**src/sv/sltbl_pkg.sv**
```systemverilog
// Shared types and constants for the sorted list table.
package sltbl_pkg;

  localparam int SLTBL_CAPACITY = 16;
  localparam int SLTBL_DATA_W   = 32;

  typedef enum logic [1:0] {
    OP_INSERT = 2'd0,
    OP_SEARCH = 2'd1,
    OP_DELETE = 2'd2,
    OP_POP    = 2'd3
  } sltbl_op_t;

  typedef enum logic [1:0] {
    ST_OK        = 2'd0,
    ST_NOT_FOUND = 2'd1,
    ST_FULL      = 2'd2,
    ST_EMPTY     = 2'd3
  } sltbl_status_t;

  // Command broadcast to every cell. The shift enables are already
  // qualified by the accept handshake and by the table conditions.
  typedef struct packed {
    logic                           ins;
    logic                           del;
    logic                           pop;
    logic signed [SLTBL_DATA_W-1:0] key;
  } sltbl_cmd_t;

endpackage

```
**src/sv/sltbl_cell.sv**
```systemverilog
// One storage cell of the sorted chain, with its compare and shift logic.
module sltbl_cell #(
  parameter int IDX   = 0,
  parameter int CNT_W = 5
) (
  input  logic                                 clk,
  input  sltbl_pkg::sltbl_cmd_t                cmd,
  input  logic [CNT_W-1:0]                     count,
  input  logic signed [sltbl_pkg::SLTBL_DATA_W-1:0] left_entry,
  input  logic                                 left_ge,
  input  logic signed [sltbl_pkg::SLTBL_DATA_W-1:0] right_entry,
  output logic signed [sltbl_pkg::SLTBL_DATA_W-1:0] entry,
  output logic                                 ge,
  output logic                                 match
);
  import sltbl_pkg::*;

  logic signed [SLTBL_DATA_W-1:0] entry_r;
  logic signed [SLTBL_DATA_W-1:0] entry_nxt;
  logic                           occ;

  assign occ   = CNT_W'(IDX) < count;
  assign ge    = occ && (entry_r >= cmd.key);
  assign match = occ && (entry_r == cmd.key);
  assign entry = entry_r;

  // Insert opens a gap at the first entry not below the key; delete and
  // pop close the gap by pulling from the right-hand neighbor.
  always_comb begin
    entry_nxt = entry_r;
    priority if (cmd.ins) begin
      if (left_ge) begin
        entry_nxt = left_entry;
      end else if (ge || !occ) begin
        entry_nxt = cmd.key;
      end
    end else if (cmd.del) begin
      if (ge) begin
        entry_nxt = right_entry;
      end
    end else if (cmd.pop) begin
      entry_nxt = right_entry;
    end else begin
      entry_nxt = entry_r;
    end
  end

  always_ff @(posedge clk) begin
    entry_r <= entry_nxt;
  end

endmodule

```
**src/sv/sorted_list_table_top.sv**
```systemverilog
// Top level of the sorted list table: cell chain, fill counter and result register.
// The table keeps up to CAPACITY signed 32-bit values in ascending order in a row
// of cells, one value per cell. For every word all cells compare their value
// against the key in parallel and each cell then keeps its value, loads the key,
// or takes its left or right neighbor's value, so a new word can be accepted in
// every cycle as long as the result word is taken. Insert places the key
// before any equal values or answers full; search answers ok or not found; delete
// removes one equal entry or answers not found; pop removes and returns the smallest
// value or answers empty with a zero value. Every result word carries the number of
// entries after the operation. The result register sits between the two channels,
// so a waiting result stalls the input only while out_stall is high. No clearing
// pass is needed after reset; only the fill count and the output valid flag are reset.
module sorted_list_table_top #(
  parameter int CAPACITY = sltbl_pkg::SLTBL_CAPACITY,
  parameter int CNT_W    = $clog2(CAPACITY + 1)
) (
  input  logic                                      clk,
  input  logic                                      rst_n,
  input  logic                                      in_valid,
  output logic                                      in_stall,
  input  logic [1:0]                                in_op,
  input  logic signed [sltbl_pkg::SLTBL_DATA_W-1:0] in_key_value,
  output logic                                      out_valid,
  input  logic                                      out_stall,
  output logic [1:0]                                out_status,
  output logic signed [sltbl_pkg::SLTBL_DATA_W-1:0] out_result_value,
  output logic [CNT_W-1:0]                          out_entry_count
);
  import sltbl_pkg::*;

  logic signed [SLTBL_DATA_W-1:0] ent [CAPACITY];
  logic [CAPACITY-1:0]            ge_v;
  logic [CAPACITY-1:0]            match_v;

  logic                           accept;
  logic                           found;
  logic                           full;
  logic                           empty;
  sltbl_op_t                      op;
  sltbl_cmd_t                     cmd;

  logic [CNT_W-1:0]               count_r;
  logic [CNT_W-1:0]               count_nxt;
  logic                           out_valid_r;
  logic                           out_valid_nxt;
  sltbl_status_t                  status_r;
  sltbl_status_t                  status_nxt;
  logic signed [SLTBL_DATA_W-1:0] value_r;
  logic signed [SLTBL_DATA_W-1:0] value_nxt;

  // The input waits only while a finished result is still held downstream.
  assign in_stall = out_valid_r && out_stall;
  assign accept   = in_valid && !in_stall;

  assign op    = sltbl_op_t'(in_op);
  assign found = |match_v;
  assign full  = count_r == CNT_W'(CAPACITY);
  assign empty = count_r == '0;

  // Operation decode: each shift enable is already qualified so that the
  // cells only move data when the table really changes.
  always_comb begin
    cmd.key        = in_key_value;
    cmd.ins        = 1'b0;
    cmd.del        = 1'b0;
    cmd.pop        = 1'b0;
    count_nxt      = count_r;
    status_nxt     = ST_OK;
    value_nxt      = in_key_value;
    unique case (op)
      OP_INSERT: begin
        if (full) begin
          status_nxt = ST_FULL;
        end else begin
          cmd.ins   = accept;
          count_nxt = count_r + CNT_W'(1);
        end
      end
      OP_SEARCH: begin
        status_nxt = found ? ST_OK : ST_NOT_FOUND;
      end
      OP_DELETE: begin
        if (found) begin
          cmd.del   = accept;
          count_nxt = count_r - CNT_W'(1);
        end else begin
          status_nxt = ST_NOT_FOUND;
        end
      end
      OP_POP: begin
        if (empty) begin
          status_nxt = ST_EMPTY;
          value_nxt  = '0;
        end else begin
          cmd.pop   = accept;
          value_nxt = ent[0];
          count_nxt = count_r - CNT_W'(1);
        end
      end
      default: begin
        status_nxt = ST_OK;
      end
    endcase
  end

  // The cell row. The first cell has no left neighbor; the last cell pulls
  // its own value, which only lands in the unused part of the table.
  for (genvar i = 0; i < CAPACITY; i++) begin : g_cell
    sltbl_cell #(
      .IDX   (i),
      .CNT_W (CNT_W)
    ) u_cell (
      .clk         (clk),
      .cmd         (cmd),
      .count       (count_r),
      .left_entry  ((i == 0) ? in_key_value : ent[(i == 0) ? 0 : i - 1]),
      .left_ge     ((i == 0) ? 1'b0 : ge_v[(i == 0) ? 0 : i - 1]),
      .right_entry ((i == CAPACITY - 1) ? ent[i] : ent[(i == CAPACITY - 1) ? i : i + 1]),
      .entry       (ent[i]),
      .ge          (ge_v[i]),
      .match       (match_v[i])
    );
  end

  assign out_valid_nxt = accept || (out_valid_r && out_stall);

  always_ff @(posedge clk) begin
    if (!rst_n) begin
      count_r     <= '0;
      out_valid_r <= 1'b0;
    end else begin
      out_valid_r <= out_valid_nxt;
      if (accept) begin
        count_r <= count_nxt;
      end
    end
  end

  // Result payload is loaded on accept and otherwise holds.
  always_ff @(posedge clk) begin
    if (accept) begin
      status_r <= status_nxt;
      value_r  <= value_nxt;
    end
  end

  assign out_valid        = out_valid_r;
  assign out_status       = status_r;
  assign out_result_value = value_r;
  assign out_entry_count  = count_r;

  // The fill count never passes the table size.
  a_count_bound : assert property (@(posedge clk) disable iff (!rst_n)
    count_r <= CNT_W'(CAPACITY))
    else $error("fill count above capacity");

  // A rejected insert leaves the table size alone and reports full.
  a_full_reject : assert property (@(posedge clk) disable iff (!rst_n)
    (accept && op == OP_INSERT && full) |=> ($stable(count_r) && status_r == ST_FULL))
    else $error("insert into full table changed the count");

  // A pop on an empty table reports empty with a zero value.
  a_pop_empty : assert property (@(posedge clk) disable iff (!rst_n)
    (accept && op == OP_POP && empty) |=> (status_r == ST_EMPTY && value_r == '0))
    else $error("pop on empty table gave a wrong result");

  // Successful delete and pop shrink the table by exactly one.
  a_shrink : assert property (@(posedge clk) disable iff (!rst_n)
    (accept && ((op == OP_DELETE && found) || (op == OP_POP && !empty)))
      |=> count_r == $past(count_r) - CNT_W'(1))
    else $error("removal did not shrink the table by one");

endmodule
```
**config.mk**
```make
export PLATFORM = sky130hd
export DESIGN_NAME = sorted_list_table_top
export DESIGN_NICKNAME = d
export VERILOG_FILES = /design/src/sv/sltbl_pkg.sv /design/src/sv/sltbl_cell.sv /design/src/sv/sorted_list_table_top.sv
export SDC_FILE = /design/constraint.sdc
export NUM_CORES = 2
export LEC_CHECK = 0
export ABC_AREA = 1
export ABC_CLOCK_PERIOD_IN_PS = 10700
export BUFFER_PORTS_ARGS = -buffer_cell sky130_fd_sc_hd__buf_4
export CORE_AREA = 2 2 320 322
export DETAILED_ROUTE_END_ITERATION = 10
export DIE_AREA = 0 0 322 324
export PLACE_DENSITY = 0.67
export SLEW_MARGIN = 10
export SYNTH_ARGS = -nofsm -noshare
export SYNTH_HDL_FRONTEND = slang
export SYNTH_SLANG_ARGS = --single-unit
```
**constraint.sdc**
```tcl
create_clock -name clk -period 10.7 [get_ports clk]
set_input_delay 0.535 -clock clk [delete_from_list [all_inputs] [get_ports clk]]
set_output_delay 0.535 -clock clk [all_outputs]
set_load 0.02 [all_outputs]
```
# Yosys cells after proc, flatten, opt, wreduce, memory -nomap -nowiden
# Index checks and enable logic that the tools add are counted.
[op_classes] muxes=107 magnitude_cmp=32 eq_ne=53 n_addsub=2 reduce_logical=92
[op_table] operator="32-bit 2-to-1 mux" n=93
[op_table] operator="32-bit == test" n=16
[op_table] operator="32-bit >= comparator" n=16
[op_table] operator="3-bit by 1-bit != test with 1-bit output, second input constant" n=29
[op_table] operator="3-bit AND reduction" n=15
[op_table] operator="4-bit by 5-bit less-than comparator with 1-bit output, first input constant" n=8
[op_table] operator="1-bit logical AND" n=34
[op_table] operator="3-bit by 5-bit less-than comparator with 1-bit output, first input constant" n=4
[op_table] operator="1-bit logical NOT" n=17
[op_table] operator="1-bit logical OR" n=17
[op_table] operator="16-bit OR reduction" n=1
[op_table] operator="5-bit 2-to-1 mux" n=3
[op_table] operator="5-bit one-hot mux with 3 select lines" n=1
[op_table] operator="1-bit by 5-bit less-than comparator with 1-bit output, first input constant" n=2
[op_table] operator="2-bit by 5-bit less-than comparator with 1-bit output, first input constant" n=2
[op_table] operator="1-bit 2-to-1 mux" n=7
[op_table] operator="2-bit != test, second input constant" n=3
[op_table] operator="2-bit one-hot mux with 3 select lines" n=1
[op_table] operator="3-bit nonzero test" n=2
[op_table] operator="5-bit by 1-bit adder with 5-bit output, second input constant" n=1
[op_table] operator="5-bit == test, second input constant" n=1
[op_table] operator="5-bit logical NOT" n=1
[op_table] operator="5-bit AND reduction" n=1
[op_table] operator="5-bit by 1-bit subtractor with 5-bit output, second input constant" n=1
[op_table] operator="other kinds (8)" n=10
[totals] elab_cells=306 inputBits=38 regBits=552

# Longest topological paths before layout
[depth] ltp_word=8 depth_mapped=20 ltp_nobuf=19

# By module
# From an unflattened synthesis, not the netlist that was laid out.
[unflattened] cells_unflattened=5580 hier_area_um2=42574.6
[modules_own_cells] mod="sltbl_cell at g_cell[11].u_cell ..." area_each_um2=2544.9 cells_per_inst=334 instances=2
[modules_own_cells] mod="sltbl_cell at g_cell[5].u_cell ..." area_each_um2=2524.9 cells_per_inst=335 instances=2
[modules_own_cells] mod="sltbl_cell at g_cell[13].u_cell ..." area_each_um2=2521.2 cells_per_inst=334 instances=2
[modules_own_cells] mod="sltbl_cell at g_cell[0].u_cell" area_each_um2=2548.7 cells_per_inst=337 instances=1
[modules_own_cells] mod="sltbl_cell at g_cell[2].u_cell" area_each_um2=2537.4 cells_per_inst=333 instances=1
[modules_own_cells] mod="sltbl_cell at g_cell[12].u_cell" area_each_um2=2531.2 cells_per_inst=331 instances=1
[modules_own_cells] mod="sltbl_cell at g_cell[4].u_cell" area_each_um2=2531.2 cells_per_inst=332 instances=1
[modules_own_cells] mod="sltbl_cell at g_cell[8].u_cell" area_each_um2=2529.9 cells_per_inst=331 instances=1
[modules_own_cells] mod="sltbl_cell at g_cell[14].u_cell" area_each_um2=2522.4 cells_per_inst=334 instances=1
[modules_own_cells] mod="sltbl_cell at g_cell[10].u_cell" area_each_um2=2521.2 cells_per_inst=333 instances=1
[modules_own_cells] mod="sltbl_cell at g_cell[1].u_cell" area_each_um2=2514.9 cells_per_inst=332 instances=1
[modules_own_cells] mod="sltbl_cell at g_cell[7].u_cell" area_each_um2=2512.4 cells_per_inst=332 instances=1
[modules_own_cells] mod="sltbl_cell at g_cell[15].u_cell" area_each_um2=2508.7 cells_per_inst=331 instances=1
[modules_own_cells] mod="sorted_list_table_top" area_each_um2=2134.5 cells_per_inst=248 instances=1

# Worst setup path after synthesis
# No wires, ideal clock.
[synth_timing] kind="in2reg" startpoint="input port out_stall" endpoint="register g_cell[15].u_cell.entry_r[0], enable pin" setup_time_ns=0.432 path_buffers=2 path_slack_ns=5.433 cell_stages=9 arrival_ns=4.836 path_cell_list="nand2_1 inv_1 nor2_1 inv_1 nor2_1 inv_1 buf_2 buf_1 a21oi_1"
[synth_via] elab_chain_cells=6
[synth_rtl] element="start, declared" line_no="sorted_list_table_top.sv:24" text="input logic out_stall,"
[synth_rtl] element="1-bit logical AND" line_no="sorted_list_table_top.sv:52" text="assign in_stall = out_valid_r && out_stall;"
[synth_rtl] element="net in_stall" line_no="sorted_list_table_top.sv:20" text="output logic in_stall,"
[synth_rtl] element="1-bit logical NOT" line_no="sorted_list_table_top.sv:53" text="assign accept = in_valid && !in_stall;"
[synth_rtl] element="1-bit logical AND" line_no="sorted_list_table_top.sv:53"
[synth_rtl] element="net accept" line_no="sorted_list_table_top.sv:35" text="logic accept;"
[synth_rtl] element="1-bit 2-to-1 mux" line_no="sorted_list_table_top.sv:72" text="if (full) begin"
[synth_rtl] element="1-bit 2-to-1 mux" line_no="sorted_list_table_top.sv:70" text="unique case (op)"
[synth_rtl] element="2-bit AND reduction (no source line)"
[synth_rtl] element="end signal, assigned" line_no="sltbl_cell.sv:49" text="entry_r <= entry_nxt;"
[synth_rtl] element="end, declared" line_no="sltbl_cell.sv:18" text="logic signed [SLTBL_DATA_W-1:0] entry_r;"
# The timed path passes the listed nets, and every way through them passes these cells.
# A chain may end at the register's enable or synchronous reset.

# Worst setup path in the final report
[layout_timing] startpoint="register count_r[0] (netlist: out_entry_count[0])" endpoint="register g_cell[0].u_cell.entry_r[5] (data pin)"
[layout_via] elab_chain_cells=7 word_cells_on_any_way=40 cone_classes="16 x order compare; 1 x eq/ne; 6 x mux; 17 x reduce/logical"
[layout_rtl] element="start, declared" line_no="sorted_list_table_top.sv:42" text="logic [CNT_W-1:0] count_r;"
[layout_rtl] element="start signal, assigned" line_no="sorted_list_table_top.sv:134" text="count_r <= count_nxt;"
[layout_rtl] element="1-bit by 5-bit less-than comparator with 1-bit output (tied with other cells)" line_no="sltbl_cell.sv:22" text="assign occ = CNT_W'(IDX) < count;"
[layout_rtl] element="1-bit logical AND" line_no="sltbl_cell.sv:24" text="assign match = occ && (entry_r == cmd.key);"
[layout_rtl] element="16-bit OR reduction" line_no="sorted_list_table_top.sv:56" text="assign found = |match_v;"
[layout_rtl] element="1-bit 2-to-1 mux" line_no="sorted_list_table_top.sv:83" text="if (found) begin"
[layout_rtl] element="1-bit 2-to-1 mux" line_no="sorted_list_table_top.sv:70"
[layout_rtl] element="32-bit 2-to-1 mux" line_no="sltbl_cell.sv:37" text="end else if (cmd.del) begin"
[layout_rtl] element="32-bit 2-to-1 mux *" line_no="sltbl_cell.sv:31" text="priority if (cmd.ins) begin"
[layout_rtl] element="net g_cell[0].u_cell.entry_nxt[5]" line_no="sltbl_cell.sv:19" text="logic signed [SLTBL_DATA_W-1:0] entry_nxt;"
[layout_rtl] element="end signal, assigned" line_no="sltbl_cell.sv:49"
[layout_rtl] element="end, declared" line_no="sltbl_cell.sv:18"
# The timed path passes the listed nets; every way through them passes the cells marked *.

==> run_results.csv <==
group,metric,value,unit
clocking,cts_tree,"done",
global_routing,grt_overflow,0,
sta,fin_skew,20.2,ps
critical_path,critPathMaxFanout,216,
cells_and_area,diodes,0,
critical_path,rr_endpoint,"g_cell[0].u_cell.entry[5]$_DFFE_PP_",
sta,hold_viol_final,0,
outcome,status,"complete, no violations",
critical_path,crit_chain,"inv_1 > ha_1 > nand3_1 > nand2_1 > nor2_4 > buf_4 > buf_12 > buf_4 > o21ai_0",
critical_path,cp_slowest_cell,"buf_4",
clocking,clock_sinks,552,
critical_path,worstReg2RegStart,"out_entry_count[0]$_SDFFE_PN0P_",
clocking,clk_pin_slew,60,ps
clocking,clk_latency,640,ps
clocking,cts_setup_buffers,0,
hold_path,hp-class,"input port to flop",
global_routing,grt_pass1_vias,36800,
floorplanning,coreArea,101000,um2
synthesis,synth_common_cells,"1,929 x nand2_1, 957 x nand3_1, 546 x edfxtp_1",
routing,vias,37400,
critical_path,worst-path-stages,9,
synthesis,yosysUniqueCellTypes,41,
synthesis,synth_edf_count,546,
sta,drv_slew,0,
sta,layout_setup_ws,6040,ps
critical_path,cpPeakStageDelay,850,ps
critical_path,start_kind,"flop",
floorplanning,die_area,104000,um2
critical_path,critPathKind,"flop to flop",
cells_and_area,drive_gt1_share,5.35,%
critical_path,path_common_cell,"buf_4",
critical_path,path_delay_family,"buffers and inverters",
sta,clock.fmax,215,MHz
routing,vias_per_cell,5.33,
pwr,leakage,22.3,nW
floorplanning,die_w,322,um
cells_and_area,nFillCells,9977,
synthesis,netlist_area,43100,um2
floorplanning,ios,79,
cells_and_area,register_area,16500,um2
sta,worst_slew_pin_slew,1210,ps
sta,setup_violations,0,
global_routing,grt_usage,22.5,%
routing,drt-pass1-iter-count,6,
floorplanning,fp.dieH,324,um
synthesis,syn-num-nets,6272,
routing,wl,118,mm
sta,fin_crit,4660,ps
synthesis,synthArstFlopShare,0,%
clocking,clock_tree.root_cell,"clkbuf_16",
routing,wl_per_cell,16.8,um
placed_design,hpwl,85.1,mm
clocking,ctsHoldBuffers,0,
critical_path,crit_end,"g_cell[0].u_cell.entry[5]$_DFFE_PP_",
sta,fin_crit_sh,43.6,%
synthesis,avgSynthCellArea,7.54,um2
pwr,ir_drop,89.1,uV
placed_design,placement.io_buffers,78,
critical_path,crit_start,"out_entry_count[0]$_SDFFE_PN0P_",
sta,slew_headroom,19.2,%
critical_path,path_buf_inv,4,
global_routing,grt_pass1_wl,193,mm
synthesis,seq_area_frac_synth,38.3,%
placed_design,dpl_worst_slack,5880,ps
sta,setup_tns,0,ps
clocking,cts_inserted_buffers,67,
synthesis,ys.flop_type,"edfxtp_1",
synthesis,netlist.area_leader.share,38.1,%
synthesis,synth_seq_cells,552,
routing,antenna_left,0,
critical_path,required,11040,ps
routing,drc_errors,0,
synthesis,syn_inst,5715,
critical_path,cp.arrival,5000,ps
synthesis,synth.area.top_cells,"edfxtp_1 38%, nand2_1 17%, ha_1 15%, nand3_1 11%, inv_1 4.6%",
cells_and_area,area_delta_synth_final,8.79,%
floorplanning,initial_core_util,42.7,%
clocking,htree_levels,3,
cells_and_area,layout.nets,6215,
placed_design,place_congestion,0.864,
critical_path,r2r_slack,6040,ps
critical_path,reg2reg_depth,9,
clocking,cts_resized,0,
routing,drt_iter0_markers,3253,
sta,rsz0062_at_grt,"false",
pwr,power_density,129,nW/um2
synthesis,yosys_warnings,0,
job,drv_cap,0,
global_routing,antenna_found_initial,0,
synthesis,synth_area_leader_cell,"edfxtp_1",
cells_and_area,multi_input_area,23300,um2
synthesis,yosysMostFrequentCell,"nand2_1",
clocking,clockBufferDepth,3,
global_routing,grt_max_degree,217,
floorplanning,rows,117,
critical_path,critPathCaptureType,"flop",
## layout make-up
class	instances	area share [%]
Multi-Input combinational cell	4305	49.6
Sequential cell	552	35.2
Inverter	569	4.58
Clock buffer	85	3.90
Tap cell	1309	3.49
Timing Repair Buffer	163	2.66
Clock inverter	29	0.491
## worst register-to-register path, cell delays in order (launching register included)
cell,delay (ps)
dfxtp_1,580
inv_1,210
ha_1,340
nand3_1,130
nand2_1,200
nor2_4,230
buf_4,640
buf_12,680
buf_4,1030
o21ai_0,340
## sequential cells by signal, indices dropped and copies added, names as in the netlist
signal and flops:
out_result_value 32, g_cell.u_cell.entry 512, out_status 2, out_valid 1, out_entry_count 5
## worst min path at each step
stage	cells after the start	start	endpoint
after floorplan	2	g_cell[13].u_cell.entry[0]$_DFFE_PP_	g_cell[12].u_cell.entry[0]$_DFFE_PP_
after global placement	2	out_valid$_SDFF_PN0_	out_valid$_SDFF_PN0_
after detailed placement	2	out_valid$_SDFF_PN0_	out_valid$_SDFF_PN0_
after CTS	3	in_key_value[3]	g_cell[0].u_cell.entry[3]$_DFFE_PP_
after global routing	3	in_key_value[10]	g_cell[0].u_cell.entry[10]$_DFFE_PP_
final	3	in_key_value[3]	g_cell[0].u_cell.entry[3]$_DFFE_PP_
## through the flow
| stage | cell area, um2 | power, mW | util [%] | cells | hold WS, ps |
|---|---|---|---|---|---|
| after floorplan | 43100 | 3.51 | - | 5715 | 520 |
| after detailed placement | 44800 | 3.86 | 44.4 | 6898 | 493 |
| final | 46900 | 6.07 | 46.4 | 7012 | 188 |
| after CTS | 46900 | 6.11 | 46.4 | 7012 | 165 |
| after global routing | 46900 | 6.37 | 46.4 | 7012 | 194 |
| after global placement | 44800 | 3.82 | 44.4 | 6898 | 489 |
## cells by family after synthesis
family	synth area share (%)
xor+xnor	0.142
buf+inv	7.92
simple gates	32.1
fa+ha+maj	15.1
flops	38.3
compound gates	6.36
mux	0.0523
## power by group
part,switching [mW],total (mW),internal (mW),leakage (nW)
Clock,0.945,2.24,1.30,1.01
Combinational,0.833,1.21,0.380,16.1
Sequential,0.0802,2.62,2.53,5.10
## metal layers
| metal | global-route usage [%] | wire, um |
|---|---|---|
| met5 | 0 | 0 |
| met4 | 5.94 | 2500 |
| met2 | 38.6 | 54300 |
| met3 | 2.40 | 6310 |
| met1 | 30.2 | 54400 |
## layout by cell type (no fill, tap or decap), types with 2 or more instances in the layout
| cell type | synthesis | layout |
|---|---|---|
| o21a_1 | 30 | 30 |
| nand4_1 | 19 | 19 |
| o21ai_2 | 5 | 5 |
| a21oi_1 | 261 | 258 |
| ha_1 | 519 | 518 |
| clkbuf_1 | 149 | 14 |
| edfxtp_1 | 546 | 546 |
| nand2_1 | 1929 | 1929 |
| buf_4 | 3 | 161 |
| bufinv_16 | 0 | 4 |
| inv_1 | 529 | 528 |
| mux2_2 | 2 | 2 |
| clkinv_1 | 30 | 45 |
| nor2_1 | 261 | 246 |
| clkinv_2 | 1 | 10 |
| xor2_1 | 6 | 6 |
| a21oi_4 | 0 | 3 |
| o211ai_1 | 5 | 5 |
| o21bai_1 | 13 | 13 |
| nand2_2 | 5 | 5 |
| nand3b_1 | 66 | 66 |
| nor3_1 | 6 | 6 |
| o21ai_0 | 197 | 197 |
| o21ai_1 | 4 | 4 |
| nand3_2 | 2 | 2 |
| inv_2 | 8 | 8 |
| dfxtp_1 | 6 | 6 |
| nor2_2 | 5 | 13 |
| clkbuf_16 | 0 | 71 |
| nor3b_1 | 3 | 3 |
| nor2_4 | 1 | 8 |
| nand3_1 | 957 | 957 |
| nor3_2 | 2 | 2 |
| buf_12 | 0 | 2 |
Note: power is estimated with default switching activity, not from simulation.
